File: src/rtl/rsrg_pkg.sv
// Shared types and constants for the replacement-selection run generator.
package rsrg_pkg;

    localparam int KEY_W = 31;
    localparam int TAG_W = 16;
    localparam int RUN_W = 16;
    localparam int CFG_W = 4;

    localparam logic [CFG_W-1:0] CFG_RESET = CFG_W'(5);
    localparam logic [RUN_W-1:0] RUN_MAX   = {RUN_W{1'b1}};

    typedef struct packed {
        logic             is_flush;
        logic [KEY_W-1:0] key;
        logic [TAG_W-1:0] tag;
    } t_in;

    typedef struct packed {
        logic [KEY_W-1:0] out_key;
        logic [TAG_W-1:0] out_tag;
        logic [RUN_W-1:0] run_number;
        logic             first_of_run;
        logic             last;
    } t_out;

    typedef enum logic [2:0] {
        ST_IDLE,
        ST_SCAN,
        ST_SCAN_LAST,
        ST_DECIDE,
        ST_EMIT,
        ST_POST,
        ST_CLEAR
    } t_state;

    typedef struct packed {
        logic load;
        logic scan_start;
        logic scan_step;
        logic select;
        logic fill;
        logic emit;
        logic post;
        logic clear;
    } t_cmd;

    typedef struct packed {
        logic is_flush;
        logic last_issue;
        logic has_free;
        logic any_valid;
        logic out_free;
        logic flush_last;
    } t_sts;

endpackage

File: src/rtl/replacement_selection_run_gen.sv
// Top level of the replacement-selection run generator.
//
// This block forms sorted runs for an external sort by replacement selection. Records (key and
// tag) first fill a reservoir whose size is set by the configuration register (zero acts as one,
// values above RESERVOIR_DEPTH act as the depth). Once it is full, every record emits the
// smallest unfrozen key, the lowest slot winning ties, and takes that slot; it is frozen when its
// key is below the key just emitted. When all slots in use are frozen they are thawed and a new
// run begins, flagged by first_of_run; the run number saturates at its maximum. A flush beat
// drains the reservoir in run order, flags its final result with last, and clears the block,
// while the size register keeps its value. Items are handled one at a time. Each item is taken and
// then the slot store is scanned serially through its single read port, one slot per cycle. A
// record then fills a free slot if there is one; else the selected slot is emitted and replaced,
// and a new run opens if every slot in use is now frozen. A flush emits one drained record per
// scan, scanning again after each, and then clears the block, also when the reservoir is
// empty. An emitted result sits in an output register, so the next input beat is taken while it
// waits; a further emission waits for that register to be freed. No clearing pass is needed after
// reset: the slot store is gated by valid bits.
module replacement_selection_run_gen #(
    parameter int RESERVOIR_DEPTH = 8
) (
    input  logic                        i_clk,
    input  logic                        i_rst_n,
    input  logic                        i_cfg_we,
    input  logic [rsrg_pkg::CFG_W-1:0]  i_cfg_data,
    input  logic                        i_in_valid,
    output logic                        o_in_ready,
    input  rsrg_pkg::t_in               i_in_data,
    output logic                        o_out_valid,
    input  logic                        i_out_ready,
    output rsrg_pkg::t_out              o_out_data
);

    rsrg_pkg::t_cmd cmd;
    rsrg_pkg::t_sts sts;

    // The controller sequences the scan, the decision and the emission of each item.
    rsrg_ctrl u_ctrl (
        .i_clk      (i_clk),
        .i_rst_n    (i_rst_n),
        .i_in_valid (i_in_valid),
        .o_in_ready (o_in_ready),
        .i_sts      (sts),
        .o_cmd      (cmd)
    );

    // The datapath holds the slots, the valid and frozen bits, and the run state.
    rsrg_dp #(
        .DEPTH (RESERVOIR_DEPTH)
    ) u_dp (
        .i_clk       (i_clk),
        .i_rst_n     (i_rst_n),
        .i_cfg_we    (i_cfg_we),
        .i_cfg_data  (i_cfg_data),
        .i_in_data   (i_in_data),
        .i_cmd       (cmd),
        .o_sts       (sts),
        .o_out_valid (o_out_valid),
        .i_out_ready (i_out_ready),
        .o_out_data  (o_out_data)
    );

endmodule

File: src/rtl/rsrg_ram.sv
// Generic single-port-write, single-port-read RAM with registered read data.
module rsrg_ram #(
    parameter int WIDTH = 8,
    parameter int DEPTH = 8
) (
    input  logic                     i_clk,
    input  logic                     i_we,
    input  logic [$clog2(DEPTH)-1:0] i_waddr,
    input  logic [WIDTH-1:0]         i_wdata,
    input  logic [$clog2(DEPTH)-1:0] i_raddr,
    output logic [WIDTH-1:0]         o_rdata
);

    logic [WIDTH-1:0] r_mem [DEPTH];
    logic [WIDTH-1:0] r_rdata;

    always_ff @(posedge i_clk) begin
        if (i_we) begin
            r_mem[i_waddr] <= i_wdata;
        end
        r_rdata <= r_mem[i_raddr];
    end

    assign o_rdata = r_rdata;

endmodule

File: src/rtl/rsrg_ctrl.sv
// Sequencing state machine of the run generator.
module rsrg_ctrl (
    input  logic            i_clk,
    input  logic            i_rst_n,
    input  logic            i_in_valid,
    output logic            o_in_ready,
    input  rsrg_pkg::t_sts  i_sts,
    output rsrg_pkg::t_cmd  o_cmd
);

    rsrg_pkg::t_state r_state;
    rsrg_pkg::t_state n_state;

    always_ff @(posedge i_clk) begin
        if (!i_rst_n) begin
            r_state <= rsrg_pkg::ST_IDLE;
        end else begin
            r_state <= n_state;
        end
    end

    always_comb begin
        n_state    = r_state;
        o_cmd      = '0;
        o_in_ready = 1'b0;
        unique case (r_state)
            rsrg_pkg::ST_IDLE: begin
                o_in_ready = 1'b1;
                if (i_in_valid) begin
                    o_cmd.load       = 1'b1;
                    o_cmd.scan_start = 1'b1;
                    n_state          = rsrg_pkg::ST_SCAN;
                end
            end
            rsrg_pkg::ST_SCAN: begin
                o_cmd.scan_step = 1'b1;
                if (i_sts.last_issue) begin
                    n_state = rsrg_pkg::ST_SCAN_LAST;
                end
            end
            rsrg_pkg::ST_SCAN_LAST: begin
                n_state = rsrg_pkg::ST_DECIDE;
            end
            rsrg_pkg::ST_DECIDE: begin
                if (i_sts.is_flush) begin
                    if (i_sts.any_valid) begin
                        o_cmd.select = 1'b1;
                        n_state      = rsrg_pkg::ST_EMIT;
                    end else begin
                        n_state = rsrg_pkg::ST_CLEAR;
                    end
                end else if (i_sts.has_free) begin
                    o_cmd.fill = 1'b1;
                    n_state    = rsrg_pkg::ST_IDLE;
                end else begin
                    o_cmd.select = 1'b1;
                    n_state      = rsrg_pkg::ST_EMIT;
                end
            end
            rsrg_pkg::ST_EMIT: begin
                if (i_sts.out_free) begin
                    o_cmd.emit = 1'b1;
                    if (!i_sts.is_flush) begin
                        n_state = rsrg_pkg::ST_POST;
                    end else if (i_sts.flush_last) begin
                        n_state = rsrg_pkg::ST_CLEAR;
                    end else begin
                        o_cmd.scan_start = 1'b1;
                        n_state          = rsrg_pkg::ST_SCAN;
                    end
                end
            end
            rsrg_pkg::ST_POST: begin
                o_cmd.post = 1'b1;
                n_state    = rsrg_pkg::ST_IDLE;
            end
            rsrg_pkg::ST_CLEAR: begin
                o_cmd.clear = 1'b1;
                n_state     = rsrg_pkg::ST_IDLE;
            end
            default: begin
                n_state = rsrg_pkg::ST_IDLE;
            end
        endcase
    end

endmodule

File: src/rtl/rsrg_dp.sv
// Datapath of the run generator: slot store, serial minimum scan and run state.
module rsrg_dp #(
    parameter int DEPTH = 8
) (
    input  logic                           i_clk,
    input  logic                           i_rst_n,
    input  logic                           i_cfg_we,
    input  logic [rsrg_pkg::CFG_W-1:0]     i_cfg_data,
    input  rsrg_pkg::t_in                  i_in_data,
    input  rsrg_pkg::t_cmd                 i_cmd,
    output rsrg_pkg::t_sts                 o_sts,
    output logic                           o_out_valid,
    input  logic                           i_out_ready,
    output rsrg_pkg::t_out                 o_out_data
);

    localparam int AW = $clog2(DEPTH);
    localparam int NW = $clog2(DEPTH + 1);
    localparam int EW = (NW > rsrg_pkg::CFG_W) ? NW : rsrg_pkg::CFG_W;
    localparam int KW = rsrg_pkg::KEY_W;
    localparam int TW = rsrg_pkg::TAG_W;

    logic [rsrg_pkg::CFG_W-1:0] r_cfg;
    rsrg_pkg::t_in              r_item;
    logic [DEPTH-1:0]           r_valid;
    logic [DEPTH-1:0]           r_frozen;
    logic [KW-1:0]              r_lek;
    logic [rsrg_pkg::RUN_W-1:0] r_run;
    logic                       r_started;

    logic [AW-1:0] r_idx;
    logic          r_cmp_vld;
    logic [AW-1:0] r_cmp_idx;

    logic          r_umin_found;
    logic [KW-1:0] r_umin_key;
    logic [TW-1:0] r_umin_tag;
    logic [AW-1:0] r_umin_idx;
    logic          r_amin_found;
    logic [KW-1:0] r_amin_key;
    logic [TW-1:0] r_amin_tag;
    logic [AW-1:0] r_amin_idx;
    logic          r_free_found;
    logic [AW-1:0] r_free_idx;

    logic [AW-1:0] r_sel_idx;
    logic [KW-1:0] r_sel_key;
    logic [TW-1:0] r_sel_tag;

    logic           r_out_valid;
    rsrg_pkg::t_out r_out;

    logic [EW-1:0]      cfg_ext;
    logic [NW-1:0]      eff_n;
    logic [NW-1:0]      eff_n_m1;
    logic [DEPTH-1:0]   inuse;
    logic [DEPTH-1:0]   sel_bit;
    logic               out_free;
    logic               flush_last;
    logic               post_new_run;
    logic               ram_we;
    logic [AW-1:0]      ram_waddr;
    logic [KW+TW-1:0]   ram_rdata;
    logic [KW-1:0]      rd_key;
    logic [TW-1:0]      rd_tag;

    // Effective size: zero acts as one, anything above the depth as the depth.
    always_comb begin
        cfg_ext = EW'(r_cfg);
        if (cfg_ext == '0) begin
            eff_n = NW'(1);
        end else if (cfg_ext > EW'(DEPTH)) begin
            eff_n = NW'(DEPTH);
        end else begin
            eff_n = NW'(cfg_ext);
        end
        eff_n_m1 = eff_n - NW'(1);
        for (int i = 0; i < DEPTH; i++) begin
            inuse[i]   = (NW'(i) < eff_n);
            sel_bit[i] = (AW'(i) == r_sel_idx);
        end
    end

    assign out_free     = !r_out_valid || i_out_ready;
    assign flush_last   = ((r_valid & inuse & ~sel_bit) == '0);
    assign post_new_run = ((r_valid & inuse) != '0) && ((r_valid & inuse & ~r_frozen) == '0);

    assign ram_we    = i_cmd.fill || (i_cmd.emit && !r_item.is_flush);
    assign ram_waddr = i_cmd.fill ? r_free_idx : r_sel_idx;
    assign rd_key    = ram_rdata[KW+TW-1:TW];
    assign rd_tag    = ram_rdata[TW-1:0];

    rsrg_ram #(
        .WIDTH (KW + TW),
        .DEPTH (DEPTH)
    ) u_slots (
        .i_clk   (i_clk),
        .i_we    (ram_we),
        .i_waddr (ram_waddr),
        .i_wdata ({r_item.key, r_item.tag}),
        .i_raddr (r_idx),
        .o_rdata (ram_rdata)
    );

    // Control state and run bookkeeping.
    always_ff @(posedge i_clk) begin
        if (!i_rst_n) begin
            r_cfg        <= rsrg_pkg::CFG_RESET;
            r_valid      <= '0;
            r_frozen     <= '0;
            r_lek        <= '0;
            r_run        <= '0;
            r_started    <= 1'b0;
            r_idx        <= '0;
            r_cmp_vld    <= 1'b0;
            r_umin_found <= 1'b0;
            r_amin_found <= 1'b0;
            r_free_found <= 1'b0;
            r_out_valid  <= 1'b0;
        end else begin
            if (i_cfg_we) begin
                r_cfg <= i_cfg_data;
            end

            if (i_cmd.scan_step) begin
                r_idx     <= r_idx + AW'(1);
                r_cmp_vld <= 1'b1;
            end else begin
                r_cmp_vld <= 1'b0;
            end

            if (i_cmd.scan_start) begin
                r_idx        <= '0;
                r_umin_found <= 1'b0;
                r_amin_found <= 1'b0;
                r_free_found <= 1'b0;
            end else if (r_cmp_vld) begin
                if (r_valid[r_cmp_idx]) begin
                    if (!r_amin_found || rd_key < r_amin_key) begin
                        r_amin_found <= 1'b1;
                    end
                    if (!r_frozen[r_cmp_idx] && (!r_umin_found || rd_key < r_umin_key)) begin
                        r_umin_found <= 1'b1;
                    end
                end else if (!r_free_found) begin
                    r_free_found <= 1'b1;
                end
            end

            if (i_cmd.emit) begin
                r_out_valid <= 1'b1;
            end else if (i_out_ready) begin
                r_out_valid <= 1'b0;
            end

            if (i_cmd.clear) begin
                r_valid   <= '0;
                r_frozen  <= '0;
                r_lek     <= '0;
                r_run     <= '0;
                r_started <= 1'b0;
            end else if (i_cmd.select) begin
                // Every valid slot in use is frozen: open a new run.
                if (!r_umin_found && r_amin_found) begin
                    r_frozen  <= '0;
                    r_started <= 1'b0;
                    if (r_run != rsrg_pkg::RUN_MAX) begin
                        r_run <= r_run + rsrg_pkg::RUN_W'(1);
                    end
                end
            end else if (i_cmd.fill) begin
                r_valid[r_free_idx]  <= 1'b1;
                r_frozen[r_free_idx] <= r_started && (r_item.key < r_lek);
            end else if (i_cmd.emit) begin
                r_started <= 1'b1;
                r_lek     <= r_sel_key;
                if (r_item.is_flush) begin
                    r_valid[r_sel_idx]  <= 1'b0;
                    r_frozen[r_sel_idx] <= 1'b0;
                end else begin
                    r_frozen[r_sel_idx] <= (r_item.key < r_sel_key);
                end
            end else if (i_cmd.post) begin
                if (post_new_run) begin
                    r_frozen  <= '0;
                    r_started <= 1'b0;
                    if (r_run != rsrg_pkg::RUN_MAX) begin
                        r_run <= r_run + rsrg_pkg::RUN_W'(1);
                    end
                end
            end
        end
    end

    // Payload registers.
    always_ff @(posedge i_clk) begin
        if (i_cmd.load) begin
            r_item <= i_in_data;
        end
        if (i_cmd.scan_step) begin
            r_cmp_idx <= r_idx;
        end
        if (!i_cmd.scan_start && r_cmp_vld) begin
            if (r_valid[r_cmp_idx]) begin
                if (!r_amin_found || rd_key < r_amin_key) begin
                    r_amin_key <= rd_key;
                    r_amin_tag <= rd_tag;
                    r_amin_idx <= r_cmp_idx;
                end
                if (!r_frozen[r_cmp_idx] && (!r_umin_found || rd_key < r_umin_key)) begin
                    r_umin_key <= rd_key;
                    r_umin_tag <= rd_tag;
                    r_umin_idx <= r_cmp_idx;
                end
            end else if (!r_free_found) begin
                r_free_idx <= r_cmp_idx;
            end
        end
        if (i_cmd.select) begin
            if (r_umin_found) begin
                r_sel_idx <= r_umin_idx;
                r_sel_key <= r_umin_key;
                r_sel_tag <= r_umin_tag;
            end else begin
                r_sel_idx <= r_amin_idx;
                r_sel_key <= r_amin_key;
                r_sel_tag <= r_amin_tag;
            end
        end
        if (i_cmd.emit) begin
            r_out.out_key      <= r_sel_key;
            r_out.out_tag      <= r_sel_tag;
            r_out.run_number   <= r_run;
            r_out.first_of_run <= !r_started;
            r_out.last         <= r_item.is_flush && flush_last;
        end
    end

    assign o_sts.is_flush   = r_item.is_flush;
    assign o_sts.last_issue = (r_idx == eff_n_m1[AW-1:0]);
    assign o_sts.has_free   = r_free_found;
    assign o_sts.any_valid  = r_amin_found;
    assign o_sts.out_free   = out_free;
    assign o_sts.flush_last = flush_last;

    assign o_out_valid = r_out_valid;
    assign o_out_data  = r_out;

endmodule

File: config.mk
export PLATFORM = sky130hd
export DESIGN_NAME = replacement_selection_run_gen
export DESIGN_NICKNAME = d
export VERILOG_FILES = /design/src/rtl/rsrg_pkg.sv /design/src/rtl/replacement_selection_run_gen.sv /design/src/rtl/rsrg_ram.sv /design/src/rtl/rsrg_ctrl.sv /design/src/rtl/rsrg_dp.sv
export SDC_FILE = /design/constraint.sdc
export NUM_CORES = 1
export LEC_CHECK = 0
export BUFFER_PORTS_ARGS = -buffer_cell sky130_fd_sc_hd__buf_2
export CAP_MARGIN = 10
export CORE_MARGIN = 3
export CORE_UTILIZATION = 40
export DETAILED_ROUTE_END_ITERATION = 16
export GPL_ROUTABILITY_DRIVEN = 0
export PLACE_DENSITY = 0.55
export REMOVE_ABC_BUFFERS = 1
export SETUP_SLACK_MARGIN = 0.4
export SKIP_LAST_GASP = 1
export SLEW_MARGIN = 20
export SYNTH_ARGS = -nofsm -noshare
export SYNTH_HDL_FRONTEND = slang
export SYNTH_HIERARCHICAL = 1
export SYNTH_SLANG_ARGS = --single-unit
File: constraint.sdc
create_clock -name i_clk -period 10.1 [get_ports i_clk]
set_input_delay 2.02 -clock i_clk [delete_from_list [all_inputs] [get_ports i_clk]]
set_output_delay 2.02 -clock i_clk [all_outputs]
set_load 0.03 [all_outputs]
Yosys cells after proc, flatten, opt, wreduce, memory -nomap -nowiden
Memories as Yosys holds them, arrays and structs flattened. A register that Yosys moved wholly into a read port is not among the register bits.
Cells that the tools add are included.
{"block": "op_classes", "n_mux": 71, "n_bitwise": 14, "n_eq_ne": 21, "n_lt_le_gt_ge": 18, "n_addsub": 3, "n_reduce_logical": 49}
{"op": "2-to-1 mux 16 bit", "n": 8}
{"op": "less-than comparator 31 bit", "n": 4}
{"op": "2-to-1 mux 8 bit", "n": 10}
{"op": "bitwise AND 8 bit", "n": 5}
{"op": "2-to-1 mux 31 bit", "n": 1}
{"op": "2-to-1 mux 1 bit", "n": 30}
{"op": "2-to-1 mux 3 bit", "n": 9}
{"op": "AND reduction 3 bit", "n": 9}
{"op": "NOT 8 bit", "n": 3}
{"op": "adder 16 x 1 -> 16 bit (second input constant)", "n": 1}
{"op": "bitwise mux 8 bit", "n": 2}
{"op": "logical NOT 8 bit", "n": 2}
{"op": "less-than comparator 3 x 4 -> 1 bit (first input constant)", "n": 4}
{"op": "inequality test 16 bit (second input constant)", "n": 1}
{"op": "one-hot mux 3 bit (5 select lines)", "n": 1}
{"op": "equality test 3 bit (first input constant)", "n": 4}
{"op": "less-than comparator 3 x 4 -> 1 bit (second input constant)", "n": 3}
{"op": "nonzero test 2 bit", "n": 5}
{"op": "equality test 3 bit (second input constant)", "n": 3}
{"op": "logical AND 1 bit", "n": 9}
{"op": "less-than comparator 1 x 4 -> 1 bit (first input constant)", "n": 2}
{"op": "less-than comparator 2 x 4 -> 1 bit (first input constant)", "n": 2}
{"op": "2-to-1 mux 4 bit", "n": 2}
{"op": "inequality test 2 bit (second input constant)", "n": 4}
{"op": "other kinds (27)", "n": 52}
{"block": "word_totals", "wordCells": 209, "inputBits": 57, "regBits": 348, "mem_count": 1, "ram_bits": 376}
{"name": "u_dp.u_slots.r_mem", "depth": 8, "word_bits": 47, "read_ports": 1, "rd_clocked_by_memory_dff": 1, "wr": 1, "line_no": "rsrg_ram.sv:14", "source": "logic [WIDTH-1:0] r_mem [DEPTH];"}

Logic depth before layout (Yosys ltp)
{"block": "logic_depth", "word_depth": 14, "ltp_mapped": 19, "depth_no_buf": 17}

Hierarchy
Netlist, hierarchy kept.
{"module": "rsrg_dp", "area_per_inst_um2": 15529.9, "instances": 1, "cells_per_inst": 1271}
{"module": "rsrg_ram", "area_per_inst_um2": 15099.5, "instances": 1, "cells_per_inst": 603}
{"module": "rsrg_ctrl", "area_per_inst_um2": 290.3, "instances": 1, "cells_per_inst": 39}

Least setup slack after synthesis
Ideal clock, no wire load.
{"block": "synth_path", "kind": "input-to-reg", "from": "input i_out_ready", "to": "memory u_dp/u_slots/r_mem[0][0] (netlist name), enable pin", "slack_ns": 2.319, "arrival_ns": 7.272, "cell_stages": 7, "required_time_ns": 9.590, "path_cell_list": "nand2b_1 -> buf_4 -> nand4bb_1 -> inv_1 -> a21o_1 -> nand2b_1 -> nor3_1"}
{"element": "start: declaration", "line_no": "replacement_selection_run_gen.sv:29", "source": "input logic i_out_ready,"}
{"element": "end: declaration", "line_no": "rsrg_ram.sv:14"}

==> results.md <==
* Outcome: finished, final reports clean
* Startpoint types: primary input
* Highest Clock Rate at 199.3 MHz
* Placed Instances at 3,020
* Row count at 101
* Layout cells sized above 1 at 22.20%
* Via density at 5.203
* Cell breakdown of the critical path: buf_2, nand2b_1, nand4bb_1, clkinv_2, buf_4, nand2_1, buf_4, or3_1, a211oi_1, nand2_1, a311o_1, o22a_1, a31oi_1
* Core Region at 76,200 sq um
* Final Critical Period at 5018 ps
* Commonest register cell after synthesis: edfxtp_1
* Dpl ws at 4520 ps
* Cell taking the most area after synthesis: edfxtp_1
* Die ar. at 80,670 sq um
* CTS Buffer Depth at 3
* Largest cells by area after synthesis: edfxtp_1 63%, dfxtp_1 8.2%, mux4_2 7.1%
* Worst path slowest cell: buf_4
* Hold/Removal Path Class: reg -> reg
* Number of synthesized flops with an enable pin at 645
* Sequential Power Share at 52.1%
* Relative slew slack at 33.19%
* Root Driver: clkbuf_16
* Avg Inst Size Synth at 16.16 sq um
* Mapped Area at 30,920 sq um
* First-pass GRT wire length at 104,600 um
* Routed len/inst at 21.66 um
* Sink Count at 771
* Ports at 124
* Die Ht at 284.0 um
* Total routed wirelength at 68,760 um
* Commonest cells in the netlist: 645 x edfxtp_1, 146 x nand2_1, 131 x inv_1
* GRT overflow at 0
* Critical path class: in -> reg
* Crit path DAT at 5560 ps
* Clk slew on worst S/H paths at 60 ps
* Initial Utilization at 40.58%
* Max_cap viols at 0
* Largest net degree at the start of global routing at 63
* Final setup margin at 5082 ps
* Power per standard cell area at 194.6 nW/um^2
* Worst-skew pair later-pin latency at 630 ps
* Final Hold Viols at 0
* Final nets at 2,256
* Quantity of gates resized following cts at 0
* Clock power share at 44.1%
* Post-CTS Setup Inserts at 0
* Final cell count without fillers at 3,175
* Hold Path Depth at 0
* Vias in the first global route at 17,140
* Num CTS Buffers at 82
* Yosys top cell area share at 62.64%
* CTS tree: built
* Yosys reg bits at 771
* Clk_skew at 25.19 ps
* Cell with the most instances after synthesis: edfxtp_1
* Final setup viols at 0
* Syn. warnings at 6
* Leak Pwr at 12.14 nW
* RSZ-0062 raised after global routing: false
* CTS H-tree depth at 3
* DRC viols at 0
* Gate Count Post-Synth at 1,913
* R2R depth at 18
* Sequential-to-total area share from yosys stat at 70.80%
* Crit share post-route at 49.68%
* CP max stage delay at 650 ps
* Initial antenna violation count at 3
* Asr flop ratio synth at 0%
* Drt pass-1 iters at 5
* Number of buffers added on ports at 123
* Crit path max fanout at 46
* Worst endpoint required time at 10,640 ps
* Final Max Slew Viols at 0
* Routed Antenna Nets at 0
* Die width at 284.0 um
* GRT Util Overall at 17.01%
* Yosys cell types at 68
* Cts hold-fix bufs at 0
* Slew @ Worst Pin at 1002 ps
* Combinational power share at 3.8%
* First DRT Iteration DRCs at 1,227
* Internal power at 5.451 mW
* Fillers at 6,523
* Via total after detailed routing at 16,520
* Setup TNS at 0 ps
* Sw frac at 21.23%
* Hpwl dp at 42,420 um
* P_sw at 1.469 mW
* Peak supply drop at 0.0001121 V
* CP endpoint kind: flop
* Area Overhead vs Synth at 15.01%
## path summary, 6_finish.rpt
path                                    startpoint                   to  slack (ps)
worst max-delay path                   i_out_ready     u_dp/r_frozen[7]        5080
worst min-delay path            u_dp/r_sel_tag[11]  u_dp/o_out_data[29]         420
worst max register to register     u_dp/cfg_ext[2]   u_dp/r_amin_tag[7]        5250
worst min register to register  u_dp/r_sel_tag[11]  u_dp/o_out_data[29]         420
## routing by layer
layer  track usage (%)  routed length (um)
met1             23.58               31580
met2             28.15               32930
met5                 0                   0
met4             4.604                1233
met3             2.578                3016
## state kept, by name, indices dropped and copies added, names as in the netlist, 31 cells and up
signal	cells
u_dp/r_amin_key	31
u_dp/r_item	47
u_dp/u_slots/o_rdata	47
u_dp/u_slots/r_mem	376
u_dp/o_out_data	65
u_dp/r_sel_key	31
u_dp/r_lek	31
u_dp/r_umin_key	31
## placed cells by master (no fill, tap or decap), drive strengths merged, types with 17 or more instances in the layout
cell type,count
mux4,98
and3,17
clkbuf,110
inv,136
nand2,147
nor3,18
nor2b,22
buf,145
o21ai,71
nand4,29
dfxtp,126
a21oi,88
ha,125
nor2,63
nand3,18
clkinv,31
edfxtp,645
mux2,70
## cell families after synthesis
group | share of synthesized area, %
flip-flops | 70.80
AND/OR/NAND/NOR | 5.835
XOR/XNOR | 0.5382
AO/OA/AOI/OAI | 5.119
buffers and inverters | 2.703
adder cells (fa/ha/maj) | 5.091
multiplexers | 9.914
## power groups by stage
| stage | Clock [mW] | Combinational [mW] | Sequential, mW |
|---|---|---|---|
| floorplan | 0 | 0.185 | 3.64 |
| global placement | 0 | 0.266 | 3.67 |
| detailed placement | 0 | 0.268 | 3.67 |
| CTS | 3.15 | 0.270 | 3.60 |
| global route | 3.26 | 0.294 | 3.61 |
| finish | 3.05 | 0.264 | 3.60 |
## critical path: cells and delay by family
| kind | cells | cell delay, ps |
|---|---|---|
| buffers and inverters | 4 | 1450 |
| AO/OA/AOI/OAI | 4 | 1070 |
| AND/OR/NAND/NOR | 5 | 950 |
## stage by stage
stage	utilization (%)	total power [mW]	instance area [sq um]	hold WS (ps)
final	46.67	6.920	35560	416.8
after global routing	46.66	7.171	35560	424.0
after CTS	46.66	7.019	35550	418.1
after detailed placement	42.98	3.940	32750	404.5
after global placement	42.98	3.932	32750	401.3
after floorplan	-	3.827	30580	400.3
## final cells by class
cell class                      count  area, sq um  area share (%)
Antenna cell                        1        2.502        0.007037
Clock buffer                      110         2328           6.548
Clock inverter                     44        474.2           1.333
Inverter                          131        493.0           1.386
Multi-Input combinational cell    943         8290           23.31
Sequential cell                   771        21900           61.59
Tap cell                         1030         1289           3.624
Timing Repair Buffer              145        780.7           2.195
No activity file was read; power rests on OpenSTA's default activity.
